[config.mk]
export PLATFORM = sky130hd
export DESIGN_NAME = instance_normalization
export DESIGN_NICKNAME = d
export VERILOG_FILES = /design/src/design/inorm_pkg.sv /design/src/design/instance_normalization.sv /design/src/design/inorm_ram.sv /design/src/design/inorm_alu.sv
export SDC_FILE = /design/constraint.sdc
export NUM_CORES = 2
export LEC_CHECK = 0
export BUFFER_PORTS_ARGS = -buffer_cell sky130_fd_sc_hd__buf_2
export CAP_MARGIN = 25
export CORE_MARGIN = 1
export CORE_UTILIZATION = 35
export CTS_CLUSTER_SIZE = 25
export DETAILED_ROUTE_END_ITERATION = 10
export PLACE_DENSITY = 0.53
export SETUP_SLACK_MARGIN = 0.3
export SYNTH_ARGS = -nofsm -noshare
export SYNTH_HDL_FRONTEND = slang
export SYNTH_SLANG_ARGS = --single-unit
[constraint.sdc]
create_clock -name clock -period 10.1 [get_ports clock]
set_input_delay 2.02 -clock clock [delete_from_list [all_inputs] [get_ports clock]]
set_output_delay 2.02 -clock clock [all_outputs]
set_load 0.02 [all_outputs]
[src/design/inorm_pkg.sv]
// ----------------------------------------------------------------------------
// inorm_pkg
// Shared types and constants for the instance normalization block.
// ----------------------------------------------------------------------------
package inorm_pkg;

   localparam int SAMPLE_W   = 16;
   localparam int SUM_W      = 22;
   localparam int SQ_W       = 31;
   localparam int QSUM_W     = 37;
   localparam int IDX_W      = 6;
   localparam int ALU_W      = 64;
   localparam int STEP_W     = 7;
   localparam int ROOT_W     = 25;
   localparam int GAIN_W     = 37;
   localparam int DEV_W      = 24;
   localparam int CSR_IDX_W  = 2;
   localparam int CSR_DATA_W = 16;

   localparam logic [CSR_IDX_W-1:0] CSR_AFFINE  = 2'd0;
   localparam logic [CSR_IDX_W-1:0] CSR_EPSILON = 2'd1;

   localparam logic signed [SAMPLE_W-1:0] GAMMA_ONE = 16'sd4096;

   localparam logic [STEP_W-1:0] STEPS_NQ   = 7'd7;
   localparam logic [STEP_W-1:0] STEPS_SS   = 7'd22;
   localparam logic [STEP_W-1:0] STEPS_VAR  = 7'd44;
   localparam logic [STEP_W-1:0] STEPS_ROOT = 7'd24;
   localparam logic [STEP_W-1:0] STEPS_GAIN = 7'd37;
   localparam logic [STEP_W-1:0] STEPS_PROD = 7'd23;
   localparam logic [STEP_W-1:0] STEPS_QUOT = 7'd60;

   typedef enum logic [1:0] {
      ALU_MUL,
      ALU_DIV,
      ALU_SQRT
   } alu_op_type;

   typedef enum logic [3:0] {
      S_LOAD,
      S_SETTLE,
      S_NQ,
      S_SS,
      S_VAR,
      S_ROOT,
      S_GAIN,
      S_READ,
      S_FETCH,
      S_PROD,
      S_QUOT,
      S_EMIT
   } seq_state_type;

   typedef struct packed {
      logic                 start;
      alu_op_type           op;
      logic [STEP_W-1:0]    steps;
      logic [ALU_W-1:0]     opa;
      logic [ALU_W-1:0]     opb;
   } alu_cmd_type;

   typedef struct packed {
      logic signed [SAMPLE_W-1:0] sample;
      logic signed [SAMPLE_W-1:0] scale_gamma;
      logic signed [SAMPLE_W-1:0] shift_beta;
      logic                       last_element;
   } req_item_type;

   typedef struct packed {
      logic signed [SAMPLE_W-1:0] normalized;
      logic [IDX_W-1:0]           element_index;
      logic                       last_result;
   } rsp_item_type;

endpackage

[src/design/instance_normalization.sv]
// ----------------------------------------------------------------------------
// instance_normalization
// Buffers one channel instance, derives mean, variance and gain on a shared
// iterative unit, then streams every stored element out normalized.
// ----------------------------------------------------------------------------
// loading: one item per cycle until the item marked last
// after the last item: statistics on the shared unit (multiply, divide and
// square root steps), then for each result one 23-step multiply and one
// 60-step divide; no items meanwhile
// reset is synchronous; registers return to affine on, epsilon 1
// ----------------------------------------------------------------------------
module instance_normalization #(
   parameter int MAX_ELEMS = 64
) (
   input  logic                                   clock,
   input  logic                                   reset,
   input  logic                                   req_valid,
   output logic                                   req_stall,
   input  inorm_pkg::req_item_type                req_item,
   output logic                                   rsp_valid,
   input  logic                                   rsp_stall,
   output inorm_pkg::rsp_item_type                rsp_item,
   input  logic                                   csr_wr_en,
   input  logic [inorm_pkg::CSR_IDX_W-1:0]        csr_index,
   input  logic [inorm_pkg::CSR_DATA_W-1:0]       csr_wdata
);

   localparam int ADDR_W = (MAX_ELEMS > 1) ? $clog2(MAX_ELEMS) : 1;
   localparam int CNT_W  = $clog2(MAX_ELEMS + 1);
   localparam int W      = inorm_pkg::ALU_W;

   inorm_pkg::seq_state_type state_ff, state_in;

   logic                                affine_ff;
   logic [inorm_pkg::CSR_DATA_W-1:0]    eps_ff;
   logic [CNT_W-1:0]                    count_ff;
   logic signed [inorm_pkg::SUM_W-1:0]  sum_ff;
   logic [inorm_pkg::QSUM_W-1:0]        qsum_ff;
   logic [inorm_pkg::SQ_W-1:0]          sq_ff;
   logic                                sq_vld_ff;
   logic signed [inorm_pkg::SAMPLE_W-1:0] held_gamma_ff;
   logic signed [inorm_pkg::SAMPLE_W-1:0] held_beta_ff;
   logic                                issued_ff;
   logic [W-1:0]                        work_ff;
   logic [inorm_pkg::ROOT_W-1:0]        root_ff;
   logic [inorm_pkg::GAIN_W-1:0]        gain_mag_ff;
   logic                                gain_neg_ff;
   logic [inorm_pkg::DEV_W-2:0]         dev_mag_ff;
   logic                                dev_neg_ff;
   logic                                prod_neg_ff;
   logic [ADDR_W-1:0]                   idx_ff;
   logic                                rsp_valid_ff;
   inorm_pkg::rsp_item_type             rsp_item_ff;
   logic signed [inorm_pkg::SAMPLE_W-1:0] y_ff;

   inorm_pkg::alu_cmd_type              alu_cmd;
   logic                                alu_done;
   logic [W-1:0]                        alu_res;

   logic                                accept;
   logic                                store;
   logic [inorm_pkg::SAMPLE_W-1:0]      rd_data;
   logic                                out_free;
   logic                                last_idx;
   logic signed [inorm_pkg::SAMPLE_W-1:0] gamma_sel;
   logic signed [inorm_pkg::SAMPLE_W-1:0] beta_sel;
   logic [inorm_pkg::SAMPLE_W-1:0]      gamma_mag;
   logic [inorm_pkg::SUM_W-1:0]         sum_mag;
   logic signed [inorm_pkg::DEV_W-1:0]  dev;
   logic [W-1:0]                        num_diff;
   logic signed [W-1:0]                 quot_s;
   logic signed [W-1:0]                 y_wide;
   logic signed [inorm_pkg::SAMPLE_W-1:0] y_sat;

   assign accept    = req_valid && !req_stall;
   assign store     = accept && (count_ff < CNT_W'(MAX_ELEMS));
   assign out_free  = !rsp_valid_ff || !rsp_stall;
   assign last_idx  = (CNT_W'(idx_ff) + CNT_W'(1)) == count_ff;
   assign gamma_sel = affine_ff ? held_gamma_ff : inorm_pkg::GAMMA_ONE;
   assign beta_sel  = affine_ff ? held_beta_ff : '0;
   assign gamma_mag = gamma_sel[inorm_pkg::SAMPLE_W-1] ? 16'(-gamma_sel) : 16'(gamma_sel);
   assign sum_mag   = sum_ff[inorm_pkg::SUM_W-1] ? 22'(-sum_ff) : 22'(sum_ff);
   assign dev       = $signed({1'b0, 7'(count_ff)}) * $signed(rd_data)
                      - inorm_pkg::DEV_W'(sum_ff);
   assign num_diff  = work_ff - alu_res;

   always_comb begin
      quot_s = prod_neg_ff ? -$signed(alu_res) : $signed(alu_res);
      y_wide = W'(beta_sel) + quot_s;
      if (y_wide > 64'sd32767) begin
         y_sat = 16'sh7fff;
      end else if (y_wide < -64'sd32768) begin
         y_sat = -16'sh8000;
      end else begin
         y_sat = y_wide[inorm_pkg::SAMPLE_W-1:0];
      end
   end

   inorm_ram #(
      .WIDTH (inorm_pkg::SAMPLE_W),
      .DEPTH (MAX_ELEMS)
   ) u_buf (
      .clock   (clock),
      .wr_en   (store),
      .wr_addr (count_ff[ADDR_W-1:0]),
      .wr_data (req_item.sample),
      .rd_addr (idx_ff),
      .rd_data (rd_data)
   );

   inorm_alu u_alu (
      .clock  (clock),
      .reset  (reset),
      .cmd    (alu_cmd),
      .done   (alu_done),
      .result (alu_res)
   );

   // next state
   always_comb begin
      state_in = state_ff;
      unique case (state_ff)
         inorm_pkg::S_LOAD:   if (accept && req_item.last_element) state_in = inorm_pkg::S_SETTLE;
         inorm_pkg::S_SETTLE: state_in = inorm_pkg::S_NQ;
         inorm_pkg::S_NQ:     if (alu_done) state_in = inorm_pkg::S_SS;
         inorm_pkg::S_SS:     if (alu_done) state_in = inorm_pkg::S_VAR;
         inorm_pkg::S_VAR:    if (alu_done) state_in = inorm_pkg::S_ROOT;
         inorm_pkg::S_ROOT:   if (alu_done) state_in = inorm_pkg::S_GAIN;
         inorm_pkg::S_GAIN:   if (root_ff == '0 || alu_done) state_in = inorm_pkg::S_READ;
         inorm_pkg::S_READ:   state_in = inorm_pkg::S_FETCH;
         inorm_pkg::S_FETCH:  state_in = inorm_pkg::S_PROD;
         inorm_pkg::S_PROD:   if (alu_done) state_in = inorm_pkg::S_QUOT;
         inorm_pkg::S_QUOT:   if (alu_done) state_in = inorm_pkg::S_EMIT;
         inorm_pkg::S_EMIT: begin
            if (out_free) begin
               state_in = last_idx ? inorm_pkg::S_LOAD : inorm_pkg::S_READ;
            end
         end
         default:             state_in = inorm_pkg::S_LOAD;
      endcase
   end

   // shared unit commands
   always_comb begin
      alu_cmd   = '0;
      req_stall = (state_ff != inorm_pkg::S_LOAD);
      unique case (state_ff)
         inorm_pkg::S_NQ: begin
            alu_cmd.start = !issued_ff;
            alu_cmd.op    = inorm_pkg::ALU_MUL;
            alu_cmd.steps = inorm_pkg::STEPS_NQ;
            alu_cmd.opa   = W'(qsum_ff);
            alu_cmd.opb   = W'(count_ff);
         end
         inorm_pkg::S_SS: begin
            alu_cmd.start = !issued_ff;
            alu_cmd.op    = inorm_pkg::ALU_MUL;
            alu_cmd.steps = inorm_pkg::STEPS_SS;
            alu_cmd.opa   = W'(sum_mag);
            alu_cmd.opb   = W'(sum_mag);
         end
         inorm_pkg::S_VAR: begin
            alu_cmd.start = !issued_ff;
            alu_cmd.op    = inorm_pkg::ALU_DIV;
            alu_cmd.steps = inorm_pkg::STEPS_VAR;
            alu_cmd.opa   = work_ff;
            alu_cmd.opb   = W'(count_ff * count_ff);
         end
         inorm_pkg::S_ROOT: begin
            alu_cmd.start = !issued_ff;
            alu_cmd.op    = inorm_pkg::ALU_SQRT;
            alu_cmd.steps = inorm_pkg::STEPS_ROOT;
            alu_cmd.opa   = work_ff;
            alu_cmd.opb   = '0;
         end
         inorm_pkg::S_GAIN: begin
            alu_cmd.start = !issued_ff && (root_ff != '0);
            alu_cmd.op    = inorm_pkg::ALU_DIV;
            alu_cmd.steps = inorm_pkg::STEPS_GAIN;
            alu_cmd.opa   = (W'(gamma_mag) << 20) + W'(root_ff >> 1);
            alu_cmd.opb   = W'(root_ff);
         end
         inorm_pkg::S_PROD: begin
            alu_cmd.start = !issued_ff;
            alu_cmd.op    = inorm_pkg::ALU_MUL;
            alu_cmd.steps = inorm_pkg::STEPS_PROD;
            alu_cmd.opa   = W'(gain_mag_ff);
            alu_cmd.opb   = W'(dev_mag_ff);
         end
         inorm_pkg::S_QUOT: begin
            alu_cmd.start = !issued_ff;
            alu_cmd.op    = inorm_pkg::ALU_DIV;
            alu_cmd.steps = inorm_pkg::STEPS_QUOT;
            alu_cmd.opa   = work_ff;
            alu_cmd.opb   = W'(count_ff) << 16;
         end
         default: begin
            alu_cmd = '0;
         end
      endcase
   end

   // control state
   always_ff @(posedge clock) begin
      if (reset) begin
         state_ff      <= inorm_pkg::S_LOAD;
         affine_ff     <= 1'b1;
         eps_ff        <= 16'd1;
         count_ff      <= '0;
         sum_ff        <= '0;
         qsum_ff       <= '0;
         sq_vld_ff     <= 1'b0;
         held_gamma_ff <= '0;
         held_beta_ff  <= '0;
         issued_ff     <= 1'b0;
         idx_ff        <= '0;
         rsp_valid_ff  <= 1'b0;
      end else begin
         state_ff <= state_in;

         if (csr_wr_en) begin
            unique case (csr_index)
               inorm_pkg::CSR_AFFINE:  affine_ff <= csr_wdata[0];
               inorm_pkg::CSR_EPSILON: eps_ff    <= csr_wdata;
               default:                affine_ff <= affine_ff;
            endcase
         end

         if (accept && count_ff == '0) begin
            held_gamma_ff <= req_item.scale_gamma;
            held_beta_ff  <= req_item.shift_beta;
         end
         sq_vld_ff <= store;
         if (store) begin
            sum_ff   <= sum_ff + inorm_pkg::SUM_W'(req_item.sample);
            count_ff <= count_ff + 1'b1;
         end
         if (sq_vld_ff) begin
            qsum_ff <= qsum_ff + inorm_pkg::QSUM_W'(sq_ff);
         end

         if (alu_cmd.start) begin
            issued_ff <= 1'b1;
         end else if (alu_done) begin
            issued_ff <= 1'b0;
         end

         if (state_ff == inorm_pkg::S_GAIN && state_in == inorm_pkg::S_READ) begin
            idx_ff <= '0;
         end

         if (state_ff == inorm_pkg::S_EMIT && out_free) begin
            rsp_valid_ff <= 1'b1;
            idx_ff       <= idx_ff + 1'b1;
            if (last_idx) begin
               count_ff <= '0;
               sum_ff   <= '0;
               qsum_ff  <= '0;
            end
         end else if (rsp_valid_ff && !rsp_stall) begin
            rsp_valid_ff <= 1'b0;
         end
      end
   end

   // datapath
   always_ff @(posedge clock) begin
      sq_ff <= inorm_pkg::SQ_W'($signed(req_item.sample) * $signed(req_item.sample));
      unique case (state_ff)
         inorm_pkg::S_NQ: begin
            if (alu_done) work_ff <= alu_res;
         end
         inorm_pkg::S_SS: begin
            if (alu_done) work_ff <= (work_ff < alu_res) ? '0 : num_diff;
         end
         inorm_pkg::S_VAR: begin
            if (alu_done) work_ff <= (alu_res + W'(eps_ff)) << 16;
         end
         inorm_pkg::S_ROOT: begin
            if (alu_done) root_ff <= alu_res[inorm_pkg::ROOT_W-1:0];
         end
         inorm_pkg::S_GAIN: begin
            gain_neg_ff <= gamma_sel[inorm_pkg::SAMPLE_W-1];
            if (root_ff == '0) begin
               gain_mag_ff <= '0;
            end else if (alu_done) begin
               gain_mag_ff <= alu_res[inorm_pkg::GAIN_W-1:0];
            end
         end
         inorm_pkg::S_FETCH: begin
            dev_neg_ff <= dev[inorm_pkg::DEV_W-1];
            dev_mag_ff <= dev[inorm_pkg::DEV_W-1] ? 23'(-dev) : 23'(dev);
         end
         inorm_pkg::S_PROD: begin
            prod_neg_ff <= gain_neg_ff ^ dev_neg_ff;
            if (alu_done) work_ff <= alu_res + (W'(count_ff) << 15);
         end
         inorm_pkg::S_QUOT: begin
            if (alu_done) y_ff <= y_sat;
         end
         inorm_pkg::S_EMIT: begin
            if (out_free) begin
               rsp_item_ff.normalized    <= y_ff;
               rsp_item_ff.element_index <= inorm_pkg::IDX_W'(idx_ff);
               rsp_item_ff.last_result   <= last_idx;
            end
         end
         default: begin
            root_ff <= root_ff;
         end
      endcase
   end

   assign rsp_valid = rsp_valid_ff;
   assign rsp_item  = rsp_item_ff;

endmodule

[src/design/inorm_ram.sv]
// ----------------------------------------------------------------------------
// inorm_ram
// Generic single write port RAM with registered read.
// ----------------------------------------------------------------------------
module inorm_ram #(
   parameter int WIDTH = 16,
   parameter int DEPTH = 64
) (
   input  logic                     clock,
   input  logic                     wr_en,
   input  logic [$clog2(DEPTH)-1:0] wr_addr,
   input  logic [WIDTH-1:0]         wr_data,
   input  logic [$clog2(DEPTH)-1:0] rd_addr,
   output logic [WIDTH-1:0]         rd_data
);

   logic [WIDTH-1:0] mem [DEPTH];
   logic [WIDTH-1:0] rd_data_ff;

   always_ff @(posedge clock) begin
      if (wr_en) begin
         mem[wr_addr] <= wr_data;
      end
      rd_data_ff <= mem[rd_addr];
   end

   assign rd_data = rd_data_ff;

endmodule

[src/design/inorm_alu.sv]
// ----------------------------------------------------------------------------
// inorm_alu
// Shared iterative unit: shift-add multiply, restoring divide and
// digit-by-digit square root, one step per cycle on one shared adder.
// ----------------------------------------------------------------------------
module inorm_alu (
   input  logic                      clock,
   input  logic                      reset,
   input  inorm_pkg::alu_cmd_type    cmd,
   output logic                      done,
   output logic [inorm_pkg::ALU_W-1:0] result
);

   localparam int W = inorm_pkg::ALU_W;

   logic                           busy_ff;
   logic                           done_ff;
   logic [inorm_pkg::STEP_W-1:0]   cnt_ff;
   inorm_pkg::alu_op_type          op_ff;
   logic [W-1:0]                   acc_ff;
   logic [W-1:0]                   a_ff;
   logic [W-1:0]                   b_ff;

   logic [W-1:0]                   add_x;
   logic [W-1:0]                   add_y;
   logic                           add_sub;
   logic [W:0]                     add_sum;
   logic                           ge;
   logic [inorm_pkg::STEP_W-1:0]   shamt_div;
   logic [inorm_pkg::STEP_W-1:0]   shamt_sqrt;

   assign shamt_div  = inorm_pkg::STEP_W'(W) - cmd.steps;
   assign shamt_sqrt = inorm_pkg::STEP_W'(W) - {cmd.steps[inorm_pkg::STEP_W-2:0], 1'b0};

   always_comb begin
      unique case (op_ff)
         inorm_pkg::ALU_MUL: begin
            add_x   = acc_ff;
            add_y   = a_ff;
            add_sub = 1'b0;
         end
         inorm_pkg::ALU_DIV: begin
            add_x   = {acc_ff[W-2:0], a_ff[W-1]};
            add_y   = b_ff;
            add_sub = 1'b1;
         end
         inorm_pkg::ALU_SQRT: begin
            add_x   = {acc_ff[W-3:0], a_ff[W-1:W-2]};
            add_y   = {b_ff[W-3:0], 2'b01};
            add_sub = 1'b1;
         end
         default: begin
            add_x   = acc_ff;
            add_y   = a_ff;
            add_sub = 1'b0;
         end
      endcase
      add_sum = {1'b0, add_x} + {1'b0, (add_sub ? ~add_y : add_y)} + (W+1)'(add_sub);
      ge      = add_sum[W];
   end

   always_ff @(posedge clock) begin
      if (reset) begin
         busy_ff <= 1'b0;
         done_ff <= 1'b0;
         cnt_ff  <= '0;
         op_ff   <= inorm_pkg::ALU_MUL;
      end else begin
         done_ff <= !cmd.start && busy_ff && (cnt_ff == inorm_pkg::STEP_W'(1));
         if (cmd.start) begin
            busy_ff <= 1'b1;
            cnt_ff  <= cmd.steps;
            op_ff   <= cmd.op;
         end else if (busy_ff) begin
            cnt_ff <= cnt_ff - 1'b1;
            if (cnt_ff == inorm_pkg::STEP_W'(1)) begin
               busy_ff <= 1'b0;
            end
         end
      end
   end

   always_ff @(posedge clock) begin
      if (cmd.start) begin
         acc_ff <= '0;
         unique case (cmd.op)
            inorm_pkg::ALU_MUL: begin
               a_ff <= cmd.opa;
               b_ff <= cmd.opb;
            end
            inorm_pkg::ALU_DIV: begin
               a_ff <= cmd.opa << shamt_div;
               b_ff <= cmd.opb;
            end
            inorm_pkg::ALU_SQRT: begin
               a_ff <= cmd.opa << shamt_sqrt;
               b_ff <= '0;
            end
            default: begin
               a_ff <= cmd.opa;
               b_ff <= cmd.opb;
            end
         endcase
      end else if (busy_ff) begin
         unique case (op_ff)
            inorm_pkg::ALU_MUL: begin
               if (b_ff[0]) begin
                  acc_ff <= add_sum[W-1:0];
               end
               a_ff <= {a_ff[W-2:0], 1'b0};
               b_ff <= {1'b0, b_ff[W-1:1]};
            end
            inorm_pkg::ALU_DIV: begin
               acc_ff <= ge ? add_sum[W-1:0] : add_x;
               a_ff   <= {a_ff[W-2:0], ge};
            end
            inorm_pkg::ALU_SQRT: begin
               acc_ff <= ge ? add_sum[W-1:0] : add_x;
               a_ff   <= {a_ff[W-3:0], 2'b00};
               b_ff   <= {b_ff[W-2:0], ge};
            end
            default: begin
               acc_ff <= acc_ff;
            end
         endcase
      end
   end

   always_comb begin
      unique case (op_ff)
         inorm_pkg::ALU_MUL:  result = acc_ff;
         inorm_pkg::ALU_DIV:  result = a_ff;
         inorm_pkg::ALU_SQRT: result = b_ff;
         default:             result = acc_ff;
      endcase
   end

   assign done = done_ff;

endmodule
### Yosys cells after proc, flatten, opt, wreduce, memory -nomap -nowiden

Memories as Yosys holds them, arrays and structs flattened. A register that Yosys moved wholly into a read port is not among the register bits.
Index checks and enable logic that the tools add are counted.
W data, S select, Z words.

| word-level totals | value |
|---|---|
| memory bits (read-only) | 0 |
| bits in writable memories | 1024 |
| memories | 1 |
| bits in latches | 0 |
| logic and storage cells | 195 |
| register bits after elaboration | 553 |
| input bits | 72 |

| cells by class | value |
|---|---|
| eq/ne operators | 24 |
| $mul | 3 |
| bitwise gates (word level) | 2 |
| muxes and demuxes | 64 |
| add/sub/neg operators | 20 |
| shift operators | 2 |
| order comparisons | 4 |
| div/mod/pow operators | 0 |
| reductions and logical operators | 44 |

Memory list:

| name | words | bits a word | rd ports | clocked after Yosys merged registers in | write ports | line | source |
|---|---|---|---|---|---|---|---|
| u_buf.mem | 64 | 16 | 1 | 1 | 1 | inorm_ram.sv:17 | `logic [WIDTH-1:0] mem [DEPTH];` |

Operator list:

| cell | count |
|---|---|
| $pmux W138 S7 | 1 |
| $mux W64 | 14 |
| $pmux W64 S2 | 6 |
| $pmux W64 S4 | 1 |
| $pmux W64 S3 | 1 |
| $mux W37 | 4 |
| $shl A64 B7 Y64 | 2 |
| $mux W22 | 4 |
| $add A64 B64 Y65 | 1 |
| $add A65 B1 Y65 | 1 |
| $add A16 B64 Y64 | 1 |
| $add A64 B22 Y64 | 1 |
| $gt A64 B16 Y1 const B | 1 |
| $lt A64 B16 Y1 const B | 1 |
| $lt A64 B64 Y1 | 1 |
| $mux W16 | 4 |
| $neg A64 Y64 | 1 |
| $not A64 Y64 | 1 |
| $sub A64 B64 Y64 | 1 |
| $add A48 B16 Y48 | 1 |
| $pmux W4 S12 | 1 |
| $add A36 B24 Y37 | 1 |
| $add A37 B31 Y37 | 1 |
| $mux W4 | 9 |
| 44 further kinds | 103 |

### Depth between registers and ports, before layout

| depth | value |
|---|---|
| word-level depth | 10 |
| gate-level depth with buffers | 33 |

### Hierarchy

From an unflattened synthesis, not the netlist that was laid out.

| second synthesis, totals | value |
|---|---|
| cell total of the unflattened synthesis | 9874 |
| area, all modules | 105218.4 µm² |

Modules (own cells, without submodules):

| module | cells each | area an instance (µm²) | times used | seq. area each (µm²) |
|---|---|---|---|---|
| instance_normalization | 5314 | 44071.0 | 1 | 8898.5 |
| inorm_ram | 1829 | 40042.2 | 1 | 31069.8 |
| inorm_alu | 2731 | 21105.2 | 1 | 5345.1 |

### Least setup slack after synthesis

No wires, ideal clock.

| timing | value |
|---|---|
| path type | input-to-reg |
| start | input req_item[38] in the netlist's numbering |
| end | register sq_ff[30] in the netlist's numbering |
| stages on the path | 26 |
| arrival time | 7.858 ns |
| data required time | 10.028 ns |
| slack | 2.170 ns |
| cell sequence | clkbuf_1 > clkbuf_1 > nand2_1 > fa_1 > fa_1 > inv_1 > ha_1 > inv_1 > fa_1 > inv_1 > fa_1 > inv_1 > fa_1 > inv_1 > ha_1 > or3_1 > nor3_1 > o31ai_1 > o41ai_1 > o311a_1 > a31oi_1 > nand4_1 > a41oi_1 > o21a_1 > nor2_1 > xnor2_1 |

| between the ends | value |
|---|---|
| word-level cells in the longest chain between the ends | 1 |

Ends and longest elaborated chain:

| what | line | source |
|---|---|---|
| start, declared | instance_normalization.sv:19 | `input inorm_pkg::req_item_type req_item,` |
| $mul A16 B16 Y31 | instance_normalization.sv:268 | `sq_ff <= inorm_pkg::SQ_W'($signed(req_item.sample) * $signed(req_item.sample));` |
| end signal, assigned | instance_normalization.sv:268 |  |
| end, declared | instance_normalization.sv:39 | `logic [inorm_pkg::SQ_W-1:0] sq_ff;` |

Every way passes these cells.
A chain may end at the register's enable or synchronous reset.

### Worst setup path after layout

| timing | value |
|---|---|
| start | register u_alu.op_ff[0] |
| end | register y_ff[4] in the netlist's numbering (data pin) |

| between the ends | value |
|---|---|
| word-level cells in the longest chain between the ends | 7 |
| elaborated cells between the ends (all ways) | 9 |
| those cells by class | add/sub: 2; order compare: 2; eq/ne: 2; mux: 3 |

Ends and longest elaborated chain:

| what | line | source |
|---|---|---|
| start, declared | inorm_alu.sv:19 | `inorm_pkg::alu_op_type op_ff;` |
| start signal, assigned | inorm_alu.sv:67 | `op_ff <= inorm_pkg::ALU_MUL;` |
| start signal, assigned | inorm_alu.sv:73 | `op_ff <= cmd.op;` |
| $eq A2 B2 Y1 or $eq A2 B1 Y1 (tied branches) | inorm_alu.sv:130 | `unique case (op_ff)` |
| $pmux W64 S2 * | inorm_alu.sv:130 |  |
| $neg A64 Y64 | instance_normalization.sv:88 | `quot_s = prod_neg_ff ? -$signed(alu_res) : $signed(alu_res);` |
| $mux W64 * | instance_normalization.sv:88 |  |
| $add A16 B64 Y64 * | instance_normalization.sv:89 | `y_wide = W'(beta_sel) + quot_s;` |
| $lt A64 B16 Y1 | instance_normalization.sv:92 | `end else if (y_wide < -64'sd32768) begin` |
| $mux W16 | instance_normalization.sv:92 |  |
| end signal, assigned | instance_normalization.sv:299 | `if (alu_done) y_ff <= y_sat;` |
| end, declared | instance_normalization.sv:54 | `logic signed [inorm_pkg::SAMPLE_W-1:0] y_ff;` |

Every way passes the cells marked *; elsewhere a longest branch is shown, timed or not.

==> qor.yml <==
crit_path_start_kind: "register"
clock-sinks: 1592
finalCritPeriodShare: 0.8903
port_buffers: 96
drv_cap: 0
crit_fanout: 93
synth_cell_types: 92
synthAdderAreaFrac: 0.1238
synth_nets: 10450
fp.dieArea_sq_mm: 0.2975
finalSetupViolations: 0
io_pins: 97
vias: 78330
ir_worst_vdd_mv: 0.3530
core_area_sq_mm: 0.2938
fin_skew_ns: 0.07412
max_freq_mhz: 111.2
cts_tree: "done"
hpwl_mm: 262.5
p_comb_frac: 0.486
grt_first_pass_wirelength_mm: 526.2
die-height_um: 545.4
h-tree-depth: 4
nets: 10430
path_class: "register to register"
grt_util_met1: 0.3231
place_ws_ns: 1.121
grt.met3_usage: 0.03151
antenna_found_initial: 22
whs_ns: 0.4172
gp_congestion: 0.9832
worst_slack_ns: 1.108
p_sw_uw: 11880
avgSynthCellArea_sq_um: 10.80
synth_top_family_by_area: "compound AO/OA/AOI/OAI gates"
hold_viol: 0
violations: "DRC"
grt_busiest_layer: "met2"
tightest_slew_ns: 1.332
drv_slew: 0
grt_max_degree: 146
synth_area_sq_mm: 0.1034
synthXorXnorAreaFrac: 0.04151
hp-class: "register to register"
synthSimpleGateAreaFrac: 0.1218
status: "complete, but fails checks"
hold_buffers: 0
overflow: 0
cts_buffers: 182
fin_util: 0.3905
synth-main-ff-cell: "edfxtp_1"
yosys_warnings: 0
grt_use_met2: 0.3817
switching_share: 0.4129
crit_path_end_kind: "register"
path_clk_slew_ns: 0.06
required_ns: 10.65
routed_wl_mm: 361.0
p_leak_uw: 0.04196
viasPerCell: 5.753
final_layout_size_suffix_gt1_frac: 0.1172
ys_ff_latch: 1592
p_per_area_mw_per_mm2: 250.8
async_reset_ff_frac: 0
rsz0062_at_grt: "false"
drtPass1Iterations: 11
synthMuxAreaShare: 0.08768
cts_buffer_depth: 4
final.setup.tns_ns: 0
root_buffer: "clkbuf_16"
initial_utilization: 0.3518
power_frac_clock: 0.230
routedWlPerCell_um: 26.52
cts_resized: 0
antenna_left: 0
yosysSeqAreaShare: 0.4384
period_minus_slack_ns: 8.992
synth_compound_area_frac: 0.1411
cts_setup_buffers: 0
insertion_delay_ns: 0.88
drc: 48
slew_headroom: 0.1122
area_growth_pct: 11.01
synth_cells: 9572
p_int_uw: 16900
grt_pass1_vias: 76480
grt_usage: 0.2365
drt_iter0_markers: 8708
crit_arrival_ns: 9.55
dieWidth_um: 545.4
p_seq_frac: 0.284
n_fill_cell: 28730
row_count: 199
synth_edf_count: 1343
## metrics by stage
| stage | std cells | cell area [sq um] | total power (uW) |
|---|---|---|---|
| after floorplan | 9572 | 103400 | 18080 |
| after global placement | 13280 | 108700 | 21970 |
| after detailed placement | 13280 | 108800 | 22090 |
| after CTS | 13610 | 114700 | 28810 |
| after global routing | 13610 | 114700 | 30660 |
| final | 13620 | 114700 | 28780 |
## state kept, by name, indices dropped and copies added, names as in the netlist, 16 cells and up
signal and count:
u_alu.b_ff 64, eps_ff 16, qsum_ff 37, y_ff 16, root_ff 25, gain_mag_ff 37, held_beta_ff 16, u_buf.mem 1024
sq_ff 30, work_ff 64, sum_ff 22, dev_mag_ff 23, rsp_item 23, u_buf.rd_data 16, u_alu.a_ff 64, u_alu.acc_ff 64
held_gamma_ff 16
## cell usage after synthesis (all sizes together), types with 105 or more instances
library cell  instances  area share
a21o                173       0.013
a21oi               659       0.032
a31oi               129      0.0078
and2                175       0.011
buf                 105      0.0046
clkbuf              441       0.016
dfxtp               249       0.048
edfxtp             1343        0.39
fa                  359       0.070
ha                  448       0.054
inv                 681       0.025
mux2i               110       0.011
mux4                341       0.074
nand2               908       0.033
nand2b              128      0.0077
nand3               219       0.011
nor2                738       0.027
nor3                146      0.0071
o21ai               450       0.022
xnor2               325       0.028
xor2                164       0.014
## layer usage
layer,vias up,routed length (um)
met4,8,15010
li1,35120,-
met3,632,24200
met2,3068,166600
met1,39510,155100
met5,-,45
## path summary, 6_finish.rpt
check | end | slack, ns | startpoint | cells past startpoint
min reg2reg | rsp_item[12] | 0.42 | y_ff[5] | 0
max | y_ff[4] | 1.11 | u_alu.op_ff[0] | 26
min | rsp_item[12] | 0.42 | y_ff[5] | 0
max reg2reg | y_ff[4] | 1.11 | u_alu.op_ff[0] | 26
## layout by cell type, fill, tap and decap left out, types with 47 or more instances in the layout
| cell | n |
|---|---|
| a211oi_1 | 78 |
| a21o_1 | 172 |
| or3_1 | 62 |
| nor3_1 | 142 |
| buf_4 | 233 |
| dfxtp_1 | 244 |
| xor2_1 | 164 |
| xnor2_1 | 324 |
| inv_1 | 673 |
| o22ai_1 | 58 |
| clkbuf_16 | 185 |
| a22oi_1 | 89 |
| nand2_1 | 904 |
| nand2b_1 | 127 |
| a21oi_1 | 657 |
| and2_1 | 171 |
| edfxtp_1 | 1343 |
| and3_1 | 56 |
| nor2b_1 | 48 |
| o21ai_0 | 429 |
| nand3_1 | 218 |
| mux2i_1 | 110 |
| a31o_2 | 51 |
| o31ai_1 | 61 |
| o21a_1 | 47 |
| nor2_1 | 727 |
| nand4_1 | 76 |
| a221oi_1 | 97 |
| buf_2 | 93 |
| mux4_2 | 341 |
| fa_1 | 359 |
| a31oi_1 | 128 |
| ha_1 | 445 |
## layout make-up
class	count	area [sq um]	share of cell area
multi-input cells	6742	53540	0.4666
flip-flops and latches	1592	45330	0.3951
well taps	3919	4903	0.04274
clock buffers	227	4887	0.04260
inverters	692	2597	0.02264
repair buffers	339	2490	0.02170
clock inverters	101	979.7	0.008539
diodes	3	7.507	0.00006543
## critical path, cell delays in order, from the launching register on
cell and delay, ns:
dfxtp_1 0.40, inv_1 0.14, ha_4 0.54, buf_12 0.32, nor2_1 0.24, a31o_2 0.29, nand3_1 0.21, or3_1 0.45
or4_1 0.54, or3_1 0.51, or3_1 0.48, or2_2 0.34, or3_1 0.50, o41ai_1 0.35, xor2_1 0.20, ha_1 0.34
a21oi_1 0.24, o21a_1 0.16, nor2b_1 0.17, o2bb2ai_1 0.13, a31oi_1 0.08, a221oi_1 0.50, o21ai_0 0.18, a21oi_1 0.27
xnor2_2 0.13, a41oi_2 0.72, o21ai_0 0.21
## cell families after synthesis
| family | after synthesis |
|---|---|
| AOI/OAI and AO/OA | 2253 |
| adders and majority gates | 807 |
| xor gates and xnor gates | 489 |
| DFF | 1592 |
| muxes | 476 |
| buffers and inverters | 1238 |
| and+or+nand+nor | 2717 |
## power groups by stage
stage / clock network (uW) / registers, uW / logic (uW)
floorplan: 0 / 8100 / 9980
global route: 6990 / 8200 / 15500
finish: 6630 / 8170 / 14000
detailed placement: 0 / 8300 / 13800
global placement: 0 / 8290 / 13700
CTS: 6760 / 8160 / 13900
(Power assumes the default switching activity.)
